**config.mk**
```make
export PLATFORM = sky130hd
export DESIGN_NAME = wildcard_byte_pattern_scan_top_flat
export DESIGN_NICKNAME = d
export VERILOG_FILES = /design/src/wbps_pkg.sv /design/src/wbps_if.sv /design/src/wbps_cfg_regs.sv /design/src/wbps_front.sv /design/src/wbps_queue.sv /design/src/wbps_back.sv /design/src/wildcard_byte_pattern_scan_top.sv /design/src/flat_wrapper.sv
export SDC_FILE = /design/constraint.sdc
export NUM_CORES = 2
export LEC_CHECK = 0
export BUFFER_PORTS_ARGS = -buffer_cell sky130_fd_sc_hd__buf_2
export CAP_MARGIN = 20
export CORE_MARGIN = 2
export CORE_UTILIZATION = 30
export CTS_BUF_LIST = sky130_fd_sc_hd__clkbuf_4 sky130_fd_sc_hd__clkbuf_8 sky130_fd_sc_hd__clkbuf_16
export CTS_CLUSTER_SIZE = 30
export DETAILED_ROUTE_END_ITERATION = 7
export PLACE_DENSITY = 0.51
export RECOVER_POWER = 25
export SLEW_MARGIN = 20
export SYNTH_ARGS = -nofsm -noshare
export SYNTH_HDL_FRONTEND = slang
export SYNTH_SLANG_ARGS = --single-unit
```
**constraint.sdc**
```tcl
create_clock -name clk -period 9.2 [get_ports clk]
set_input_delay 1.84 -clock clk [delete_from_list [all_inputs] [get_ports clk]]
set_output_delay 1.84 -clock clk [all_outputs]
set_load 0.02 [all_outputs]
```
**src/wbps_pkg.sv**
```systemverilog
// shared constants and types for the wildcard byte pattern scan
package wbps_pkg;

    localparam int MAX_PATTERN    = 32;
    localparam int OFFSET_BITS    = 32;
    localparam int ADDR_BITS      = 64;
    localparam int CFG_DATA_BITS  = 64;
    localparam int CFG_INDEX_BITS = 3;
    localparam int LEN_BITS       = 6;
    localparam int PATTERN_WORDS  = 4;
    localparam int PATTERN_BYTES  = PATTERN_WORDS * 8;
    localparam int WINDOW_DEPTH   = MAX_PATTERN - 1;
    localparam int IDX_BITS       = (MAX_PATTERN > 1) ? $clog2(MAX_PATTERN) : 1;
    localparam int QUEUE_DEPTH    = 2;

    localparam logic [7:0] WILDCARD = 8'h3F;

    typedef enum logic [CFG_INDEX_BITS-1:0] {
        REG_BASE_ADDRESS   = 3'd0,
        REG_PATTERN_LENGTH = 3'd1,
        REG_PATTERN_0      = 3'd2,
        REG_PATTERN_1      = 3'd3,
        REG_PATTERN_2      = 3'd4,
        REG_PATTERN_3      = 3'd5
    } cfg_index_t;

    typedef struct packed {
        logic [ADDR_BITS-1:0]                        base_address;
        logic [LEN_BITS-1:0]                         pattern_length;
        logic [PATTERN_WORDS-1:0][CFG_DATA_BITS-1:0] pattern_words;
    } cfg_t;

    // one region result as classified by the front end
    typedef struct packed {
        logic                   found;
        logic [OFFSET_BITS-1:0] start_offset;
    } scan_event_t;

endpackage

```
**src/wbps_if.sv**
```systemverilog
// stream interfaces for input bytes and scan results

interface wbps_in_if;
    logic       valid;
    logic       ready;
    logic [7:0] data_byte;
    logic       first_byte;
    logic       last_byte;

    modport source (output valid, output data_byte, output first_byte, output last_byte,
                    input ready);
    modport sink (input valid, input data_byte, input first_byte, input last_byte,
                  output ready);
endinterface

interface wbps_out_if;
    logic        valid;
    logic        ready;
    logic        found;
    logic [63:0] match_address;

    modport source (output valid, output found, output match_address, input ready);
    modport sink (input valid, input found, input match_address, output ready);
endinterface

```
**src/wbps_cfg_regs.sv**
```systemverilog
// configuration register file
module wbps_cfg_regs
(
    input  logic                                clk,
    input  logic                                rst_n,
    input  logic                                cfg_we,
    input  logic [wbps_pkg::CFG_INDEX_BITS-1:0] cfg_index,
    input  logic [wbps_pkg::CFG_DATA_BITS-1:0]  cfg_data,
    output wbps_pkg::cfg_t                      cfg
);

    wbps_pkg::cfg_t cfg_reg;
    wbps_pkg::cfg_t cfg_next;

    always_comb
    begin
        cfg_next = cfg_reg;
        if (cfg_we)
        begin
            case (cfg_index)
                wbps_pkg::REG_BASE_ADDRESS:   cfg_next.base_address = cfg_data;
                wbps_pkg::REG_PATTERN_LENGTH:
                    cfg_next.pattern_length = cfg_data[wbps_pkg::LEN_BITS-1:0];
                wbps_pkg::REG_PATTERN_0:      cfg_next.pattern_words[0] = cfg_data;
                wbps_pkg::REG_PATTERN_1:      cfg_next.pattern_words[1] = cfg_data;
                wbps_pkg::REG_PATTERN_2:      cfg_next.pattern_words[2] = cfg_data;
                wbps_pkg::REG_PATTERN_3:      cfg_next.pattern_words[3] = cfg_data;
                default:                      cfg_next = cfg_reg;
            endcase
        end
    end

    always_ff @(posedge clk or negedge rst_n)
    begin
        if (!rst_n)
        begin
            cfg_reg <= '0;
        end
        else
        begin
            cfg_reg <= cfg_next;
        end
    end

    assign cfg = cfg_reg;

endmodule

```
**src/wbps_front.sv**
```systemverilog
// front end: byte window, offset tracking and parallel pattern compare
module wbps_front
(
    input  logic                        clk,
    input  logic                        rst_n,
    wbps_in_if.sink                     in_ch,
    input  wbps_pkg::cfg_t              cfg,
    input  logic                        queue_full,
    output logic                        push,
    output wbps_pkg::scan_event_t       push_event
);

    logic [wbps_pkg::WINDOW_DEPTH-1:0][7:0]  window_reg;
    logic [wbps_pkg::WINDOW_DEPTH-1:0][7:0]  window_next;
    logic [wbps_pkg::OFFSET_BITS-1:0]        offset_reg;
    logic [wbps_pkg::OFFSET_BITS-1:0]        offset_next;
    logic                                    done_reg;
    logic                                    done_next;

    logic                                    accept;
    logic [wbps_pkg::OFFSET_BITS-1:0]        pos;
    logic                                    done_now;
    logic [wbps_pkg::MAX_PATTERN-1:0][7:0]   recent;
    logic [wbps_pkg::PATTERN_BYTES*8-1:0]    pattern_flat;
    logic [wbps_pkg::MAX_PATTERN-1:0]        byte_ok;
    logic [wbps_pkg::LEN_BITS:0]             len_ext;
    logic                                    len_ok;
    logic                                    pos_ok;
    logic                                    match;
    logic [7:0]                              pat_byte;
    logic [wbps_pkg::LEN_BITS:0]             back_full;
    logic [wbps_pkg::IDX_BITS-1:0]           back_idx;

    assign in_ch.ready  = !queue_full;
    assign accept       = in_ch.valid && in_ch.ready;
    assign pattern_flat = cfg.pattern_words;
    assign len_ext      = {1'b0, cfg.pattern_length};

    assign pos      = in_ch.first_byte ? '0 : offset_reg;
    assign done_now = in_ch.first_byte ? 1'b0 : done_reg;

    always_comb
    begin
        recent[0] = in_ch.data_byte;
        for (int k = 1; k < wbps_pkg::MAX_PATTERN; k++)
        begin
            recent[k] = window_reg[k-1];
        end
    end

    // pattern byte j lines up with the byte len-1-j places back
    always_comb
    begin
        pat_byte  = '0;
        back_full = '0;
        back_idx  = '0;
        for (int j = 0; j < wbps_pkg::MAX_PATTERN; j++)
        begin
            if (j < wbps_pkg::PATTERN_BYTES)
            begin
                pat_byte = pattern_flat[(j & (wbps_pkg::PATTERN_BYTES - 1)) * 8 +: 8];
            end
            else
            begin
                pat_byte = '0;
            end
            back_full = len_ext - (wbps_pkg::LEN_BITS + 1)'(j) - (wbps_pkg::LEN_BITS + 1)'(1);
            back_idx  = back_full[wbps_pkg::IDX_BITS-1:0];
            byte_ok[j] = (len_ext <= (wbps_pkg::LEN_BITS + 1)'(j)) ||
                         (pat_byte == wbps_pkg::WILDCARD) ||
                         (pat_byte == recent[back_idx]);
        end
    end

    assign len_ok = (cfg.pattern_length != '0) &&
                    (len_ext <= (wbps_pkg::LEN_BITS + 1)'(wbps_pkg::MAX_PATTERN));
    assign pos_ok = pos >= (wbps_pkg::OFFSET_BITS'(cfg.pattern_length) - 1'b1);
    assign match  = len_ok && pos_ok && (&byte_ok);

    assign push = accept && !done_now && (match || in_ch.last_byte);
    assign push_event.found = match;
    assign push_event.start_offset = match ?
        (pos - wbps_pkg::OFFSET_BITS'(cfg.pattern_length) + 1'b1) : '0;

    always_comb
    begin
        window_next = window_reg;
        offset_next = offset_reg;
        done_next   = done_reg;
        if (accept)
        begin
            window_next[0] = in_ch.data_byte;
            for (int k = 1; k < wbps_pkg::WINDOW_DEPTH; k++)
            begin
                window_next[k] = window_reg[k-1];
            end
            offset_next = (&pos) ? pos : pos + 1'b1;
            done_next   = done_now || push;
        end
    end

    always_ff @(posedge clk or negedge rst_n)
    begin
        if (!rst_n)
        begin
            window_reg <= '0;
            offset_reg <= '0;
            done_reg   <= 1'b0;
        end
        else
        begin
            window_reg <= window_next;
            offset_reg <= offset_next;
            done_reg   <= done_next;
        end
    end

endmodule

```
**src/wbps_queue.sv**
```systemverilog
// short queue of region results between front and back end
module wbps_queue
(
    input  logic                  clk,
    input  logic                  rst_n,
    input  logic                  push,
    input  wbps_pkg::scan_event_t push_event,
    output logic                  full,
    input  logic                  pop,
    output logic                  not_empty,
    output wbps_pkg::scan_event_t pop_event
);

    localparam int PTR_BITS = (wbps_pkg::QUEUE_DEPTH > 1) ? $clog2(wbps_pkg::QUEUE_DEPTH) : 1;
    localparam int CNT_BITS = $clog2(wbps_pkg::QUEUE_DEPTH + 1);

    wbps_pkg::scan_event_t          slots_reg [wbps_pkg::QUEUE_DEPTH];
    logic [PTR_BITS-1:0]            wr_ptr_reg;
    logic [PTR_BITS-1:0]            wr_ptr_next;
    logic [PTR_BITS-1:0]            rd_ptr_reg;
    logic [PTR_BITS-1:0]            rd_ptr_next;
    logic [CNT_BITS-1:0]            count_reg;
    logic [CNT_BITS-1:0]            count_next;
    logic                           do_push;
    logic                           do_pop;

    assign full      = count_reg == CNT_BITS'(wbps_pkg::QUEUE_DEPTH);
    assign not_empty = count_reg != '0;
    assign do_push   = push && !full;
    assign do_pop    = pop && not_empty;
    assign pop_event = slots_reg[rd_ptr_reg];

    always_comb
    begin
        wr_ptr_next = wr_ptr_reg;
        rd_ptr_next = rd_ptr_reg;
        count_next  = count_reg;
        if (do_push)
        begin
            wr_ptr_next = (wr_ptr_reg == PTR_BITS'(wbps_pkg::QUEUE_DEPTH - 1)) ?
                          '0 : wr_ptr_reg + 1'b1;
        end
        if (do_pop)
        begin
            rd_ptr_next = (rd_ptr_reg == PTR_BITS'(wbps_pkg::QUEUE_DEPTH - 1)) ?
                          '0 : rd_ptr_reg + 1'b1;
        end
        case ({do_push, do_pop})
            2'b10:   count_next = count_reg + 1'b1;
            2'b01:   count_next = count_reg - 1'b1;
            default: count_next = count_reg;
        endcase
    end

    always_ff @(posedge clk)
    begin
        if (do_push)
        begin
            slots_reg[wr_ptr_reg] <= push_event;
        end
    end

    always_ff @(posedge clk or negedge rst_n)
    begin
        if (!rst_n)
        begin
            wr_ptr_reg <= '0;
            rd_ptr_reg <= '0;
            count_reg  <= '0;
        end
        else
        begin
            wr_ptr_reg <= wr_ptr_next;
            rd_ptr_reg <= rd_ptr_next;
            count_reg  <= count_next;
        end
    end

endmodule

```
**src/wbps_back.sv**
```systemverilog
// back end: address add and registered result output
module wbps_back
(
    input  logic                  clk,
    input  logic                  rst_n,
    input  wbps_pkg::cfg_t        cfg,
    input  logic                  not_empty,
    input  wbps_pkg::scan_event_t pop_event,
    output logic                  pop,
    wbps_out_if.source            out_ch
);

    logic                            valid_reg;
    logic                            valid_next;
    logic                            found_reg;
    logic                            found_next;
    logic [wbps_pkg::ADDR_BITS-1:0]  addr_reg;
    logic [wbps_pkg::ADDR_BITS-1:0]  addr_next;

    // the output register takes a new transaction when empty or being drained
    assign pop = not_empty && (!valid_reg || out_ch.ready);

    always_comb
    begin
        valid_next = valid_reg;
        found_next = found_reg;
        addr_next  = addr_reg;
        if (pop)
        begin
            valid_next = 1'b1;
            found_next = pop_event.found;
            addr_next  = pop_event.found ?
                (cfg.base_address + wbps_pkg::ADDR_BITS'(pop_event.start_offset)) : '0;
        end
        else if (out_ch.ready)
        begin
            valid_next = 1'b0;
        end
    end

    always_ff @(posedge clk or negedge rst_n)
    begin
        if (!rst_n)
        begin
            valid_reg <= 1'b0;
        end
        else
        begin
            valid_reg <= valid_next;
        end
    end

    always_ff @(posedge clk)
    begin
        found_reg <= found_next;
        addr_reg  <= addr_next;
    end

    assign out_ch.valid         = valid_reg;
    assign out_ch.found         = found_reg;
    assign out_ch.match_address = addr_reg;

endmodule

```
**src/wildcard_byte_pattern_scan_top.sv**
```systemverilog
// Wildcard byte pattern scan: takes one byte of a memory region per clock, unless the
// queue is full, and reports the first position where the configured pattern (up to 32
// bytes, 0x3F matching any byte) occurs, as base address plus start offset, or not-found
// with address 0 on the region's last byte. One transaction per region; first_byte
// restarts the offset. The window shift and the full parallel pattern compare finish in
// the accepting cycle; the result is written into a two-entry queue, then passes the
// 64-bit address add into the output register.
// Input stalls only when the queue is full because the output side is not taking results.
module wildcard_byte_pattern_scan_top
(
    input  logic                                clk,
    input  logic                                rst_n,
    wbps_in_if.sink                             in_ch,
    wbps_out_if.source                          out_ch,
    input  logic                                cfg_we,
    input  logic [wbps_pkg::CFG_INDEX_BITS-1:0] cfg_index,
    input  logic [wbps_pkg::CFG_DATA_BITS-1:0]  cfg_data
);

    wbps_pkg::cfg_t        cfg;
    logic                  push;
    wbps_pkg::scan_event_t push_event;
    logic                  queue_full;
    logic                  pop;
    logic                  not_empty;
    wbps_pkg::scan_event_t pop_event;

    wbps_cfg_regs u_cfg_regs
    (
        .clk       (clk),
        .rst_n     (rst_n),
        .cfg_we    (cfg_we),
        .cfg_index (cfg_index),
        .cfg_data  (cfg_data),
        .cfg       (cfg)
    );

    wbps_front u_front
    (
        .clk        (clk),
        .rst_n      (rst_n),
        .in_ch      (in_ch),
        .cfg        (cfg),
        .queue_full (queue_full),
        .push       (push),
        .push_event (push_event)
    );

    wbps_queue u_queue
    (
        .clk        (clk),
        .rst_n      (rst_n),
        .push       (push),
        .push_event (push_event),
        .full       (queue_full),
        .pop        (pop),
        .not_empty  (not_empty),
        .pop_event  (pop_event)
    );

    wbps_back u_back
    (
        .clk       (clk),
        .rst_n     (rst_n),
        .cfg       (cfg),
        .not_empty (not_empty),
        .pop_event (pop_event),
        .pop       (pop),
        .out_ch    (out_ch)
    );

endmodule

```
**src/flat_wrapper.sv**
```systemverilog
// flat-port wrapper written by rule: the top's interface ports become plain ports
module wildcard_byte_pattern_scan_top_flat 
  (clk, rst_n, cfg_we, cfg_index, cfg_data, in_ch_valid, in_ch_data_byte, in_ch_first_byte, in_ch_last_byte, in_ch_ready, out_ch_valid, out_ch_found, out_ch_match_address, out_ch_ready);
  wbps_in_if in_ch_i ();
  wbps_out_if out_ch_i ();
  input  logic clk;
  input  logic rst_n;
  input  logic cfg_we;
  input  logic [wbps_pkg::CFG_INDEX_BITS-1:0] cfg_index;
  input  logic [wbps_pkg::CFG_DATA_BITS-1:0] cfg_data;
  input wire logic [$bits(in_ch_i.valid)-1:0] in_ch_valid;
  input wire logic [$bits(in_ch_i.data_byte)-1:0] in_ch_data_byte;
  input wire logic [$bits(in_ch_i.first_byte)-1:0] in_ch_first_byte;
  input wire logic [$bits(in_ch_i.last_byte)-1:0] in_ch_last_byte;
  output wire logic [$bits(in_ch_i.ready)-1:0] in_ch_ready;
  output wire logic [$bits(out_ch_i.valid)-1:0] out_ch_valid;
  output wire logic [$bits(out_ch_i.found)-1:0] out_ch_found;
  output wire logic [$bits(out_ch_i.match_address)-1:0] out_ch_match_address;
  input wire logic [$bits(out_ch_i.ready)-1:0] out_ch_ready;
  assign in_ch_i.valid = in_ch_valid;
  assign in_ch_i.data_byte = in_ch_data_byte;
  assign in_ch_i.first_byte = in_ch_first_byte;
  assign in_ch_i.last_byte = in_ch_last_byte;
  assign in_ch_ready = in_ch_i.ready;
  assign out_ch_valid = out_ch_i.valid;
  assign out_ch_found = out_ch_i.found;
  assign out_ch_match_address = out_ch_i.match_address;
  assign out_ch_i.ready = out_ch_ready;
  wildcard_byte_pattern_scan_top u_core (.clk(clk), .rst_n(rst_n), .in_ch(in_ch_i), .out_ch(out_ch_i), .cfg_we(cfg_we), .cfg_index(cfg_index), .cfg_data(cfg_data));
endmodule
```
==> results.txt <==
- Largest net degree at the start of global routing: ~180
- Overall power consumption after layout is estimated at 22.4 mW.
- The first global-routing pass estimated roughly 360000 um of wire.
* Number of H-tree levels: 3
- In this run the critical register-to-register path is launched from u_core.u_cfg_regs.cfg[256].
- A synthesized cell averages about 12 um^2.
- Final hold slack: 0.484 ns
- Total of flip-flops plus latches after synthesis: 743
- The synthesized netlist devotes 5.15% of its cell area to compound gates.
- Kind of critical path: flip-flop to flip-flop
* Post-route setup TNS: 0 ns
* Power density cells: 333 mW/mm^2
* Max Clk Rate: 131 MHz
* Max-capacitance violation count: 8
* Depth of the worst register-to-register path: 17
- Fraction of synthesized area in multiplexers: a little under two fifths
- Violation count after the first detailed-routing iteration: 6228
* Leakage power: 26.7 nW
- Using the TritonRoute via totals, the vias-per-cell ratio works out to 5.98.
- TritonCTS clock tree: built
- Across all register-to-register paths, the minimum setup slack is 1.58 ns.
* Number of nets in the synthesized netlist: 5365
* Unrepaired setup endpoints after global routing: false
* Dominant register cell in the synthesized netlist: dfrtp_1
- Path class of the lowest-slack min-delay path: flip-flop to flip-flop
- Netlist cell types: 83
- The worst setup path is captured at a flip-flop.
- IR analysis of the VDD net gives a maximum drop of 0.000235 V.
- STA classifies the critical path startpoint as a flip-flop.
- The clock passes through at most 3 buffers.
* Library cell used as clock root buffer: clkbuf_16
- Setup violations remaining at the end of the flow were counted as 0.
- Sinks on the clock net: between 700 and 800
- Placed cell count: 7718
- Clock-pin slew was measured on the worst setup and hold paths at 0.06 ns.
* Number of buffers inserted for hold repair after clock tree synthesis: 0
- The most critical setup path has its endpoint at u_core.u_queue.count_reg[1].
- After detailed routing, the number of remaining DRC violations is 0.
* Detail-routed net length per standard cell: 32.3 um
- Compared with the post-synthesis result, the final layout area differs by 11.7%.
* Clk network pwr share: 17.1%
- The finished layout holds a little under 8000 standard cells, fillers aside.
- Fin crit share: 82.8%
- Wires add up to 255000 um.
* Critical path data arrival time: 8.30 ns
- Internal: 11.9 mW
- The register with the most flip-flops in the layout has 326 of them.
- Reg power frac: 27.1%
- The net count of the finished layout is 5383.
* Residual overflow from global routing: 0
- Counting the fill cells in the layout gives just under 20000.
* Maximum fanout encountered on the critical timing path: 62
- After synthesis, the share of flip-flops with an asynchronous set or reset is 82.4%.
- Combinational family with the most area after synthesis: multiplexers
- The floorplan step defined a die boundary enclosing 0.204 mm^2.
* Status: finished, violations left
- The worst register-to-register path ends at u_core.u_queue.count_reg[1].
- The die is between 400 and 500 um tall.
* Post-Syn Instances: 5137
- The congestion estimate from routability-driven global placement came to 1.05.
- Number of warnings issued by yosys: 0
- Fraction of synthesized cell area in xor and xnor cells: 7.62%
- Most frequent cells in the layout: 905 x nand2_1, 731 x mux4_2, 608 x dfrtp_1
- Data required time at the worst endpoint: 9.88 ns
* Via count: 47200
* Leading cell type in the layout, fill and taps excluded: nand2_1
- Violated checks: max-capacitance violations, max-slew violations
- Critical path launch point: u_core.u_cfg_regs.cfg[256]
- After floorplanning, the core was sized to cover 0.199 mm^2.
- Hold violation total from the final report: 0
- After layout, the minimum clock period comes to 7.62 ns.
- Number of placed I/O pins: 149
- Setup skew after layout: 0.0396 ns
- Launch point of the worst hold path: u_core.u_front.done_reg
- Logic pwr share: 55.9%
* Final antenna-violating net count: 0
- The number of clock buffers added by TritonCTS is 91.
- Cells resized by post-CTS repair: 0
- Via count of the first global-routing pass: 45200
- Slew at the pin closest to its max-slew limit: 5.47 ns
* Number of optimization iterations in the first detailed-route pass: 6
- The HPWL after detailed placement is about 200000 um.
* Die X-Extent: 452 um
- Initial core utilization: between 30% and 40%
* Overall track demand over capacity in global routing: approximately a quarter
* Clock latency on the worst-skew pair: between 0.7 and 0.8 ns
- The max-slew violation count was 354.
- Input and output buffers added on the ports amount to 148.
- Once layout is complete, the utilization of the core stands at 33.7%.
- Summing the areas of all and, or, nand and nor instances in the mapped netlist gives 11.2% of the synthesized area.
- Fraction of final layout cells with drive strength greater than 1: 30.2%
- Summed instance area of the synthesized netlist: ~0.060 mm^2
* Sequential element share of the synthesized area: 32.0%
- Number of antenna violations at the first check in global routing: 34
- In this run the power spent charging and discharging nets is around 11 mW.
- After floorplanning, the core was divided into 164 placement rows.
- Net switching is 46.9% of the power.
- In this run the tightest slew margin relative to its limit is -265%.
- Number of buffers inserted by post-CTS setup repair: 0
* Share of synthesized cell area in full adder, half adder and majority cells: about 3.1%
- Number of flops mapped to enable cells by yosys: 131
==> logic make-up (layout without fill, tap and decap cells) <==
family / count (synthesis) / count (layout)
simple gates: 1505 / 1505
mux: 1308 / 1308
flops: 743 / 743
xor+xnor: 520 / 520
compound gates: 472 / 472
buf+inv: 443 / 534
fa+ha+maj: 146 / 146
other cells: 0 / 7
==> power groups by stage <==
stage	Sequential, mW	Combinational [mW]	Clock, mW
floorplan	5.28	8.32	0
global placement	5.98	12.2	0
detailed placement	6.00	12.3	0
CTS	5.95	12.3	3.91
global route	6.11	13.1	4.04
finish	6.06	12.5	3.81
==> layout make-up <==
cell class / count / area (um^2) / share of cell area [%]
Inverter: 94 / 353 / 0.526
Clock inverter: 38 / 497 / 0.740
Timing Repair Buffer: 274 / 1770 / 2.64
Multi-Input combinational cell: 3951 / 39200 / 58.4
Sequential cell: 743 / 19300 / 28.7
Antenna cell: 7 / 17.5 / 0.0261
Tap cell: 2656 / 3320 / 4.95
Clock buffer: 128 / 2710 / 4.03
==> layer usage <==
metal	vias to the layer above	part of all wire, %	GRT usage [%]
met5	-	0.048	0
met3	534	10	6.07
met1	24500	41	33.6
met4	14	6.5	13.3
li1	19500	-	-
met2	2643	43	35.9
==> critical path: stages, from the launching register on <==
cell and delay (ns):
dfrtp_4 0.86, inv_1 0.20, ha_4 0.84, buf_12 0.41, mux4_2 0.65, mux4_2 0.54, mux2i_1 0.59, xnor2_1 0.15
nor4_1 0.19, a21oi_1 0.33, nor4b_1 0.65, nand4_1 0.15, nor2_1 0.44, a21oi_1 0.26, or3_1 0.43, ha_1 0.34
nor2_1 0.16, xor2_1 0.16
==> per-stage QoR <==
step / area, um^2 / worst slack, ns
2_1_floorplan: 60100 / -0.00932
3_3_place_gp: 64000 / 1.69
3_5_place_dp: 64000 / 1.71
4_1_cts: 67200 / 1.66
5_1_grt: 67100 / 1.21
6_report: 67100 / 1.58
==> worst min path at each step <==
stage,endpoint,slack [ns],cells after the start
after global routing,u_core.u_front.done_reg,0.51,2
after detailed placement,u_core.u_front.done_reg,0.47,2
after floorplan,u_core.u_front.done_reg,0.44,2
final,u_core.u_front.done_reg,0.48,2
after CTS,u_core.u_front.done_reg,0.48,2
after global placement,u_core.u_front.done_reg,0.46,2
==> cells in the mapped netlist (9+ instances only) <==
| cell | count | area (um^2) |
|---|---|---|
| inv_1 | 87 | 327 |
| nand3_1 | 69 | 345 |
| a21o_1 | 57 | 428 |
| and3_1 | 33 | 206 |
| or3_1 | 21 | 131 |
| a31oi_1 | 23 | 144 |
| a21oi_1 | 120 | 601 |
| o22ai_1 | 35 | 219 |
| mux2i_1 | 223 | 2230 |
| ha_1 | 144 | 1800 |
| nor4_1 | 53 | 332 |
| mux2_2 | 354 | 3990 |
| nor3_1 | 48 | 240 |
| or2_2 | 9 | 56.3 |
| o21a_1 | 9 | 67.6 |
| nand4_1 | 110 | 688 |
| buf_4 | 20 | 150 |
| dfrtp_1 | 612 | 15300 |
| buf_1 | 41 | 154 |
| buf_6 | 14 | 158 |
| edfxtp_1 | 131 | 3930 |
| o21ai_0 | 81 | 405 |
| a211oi_1 | 35 | 263 |
| nand2b_1 | 41 | 257 |
| clkbuf_1 | 200 | 751 |
| nor2_1 | 151 | 567 |
| xnor2_1 | 373 | 3270 |
| o211ai_1 | 15 | 113 |
| xor2_1 | 144 | 1260 |
| buf_2 | 73 | 365 |
| and2_1 | 12 | 75.1 |
| mux4_2 | 731 | 16500 |
| nand2_1 | 906 | 3400 |
| nor2b_1 | 21 | 131 |
(Power assumes the default switching activity.)
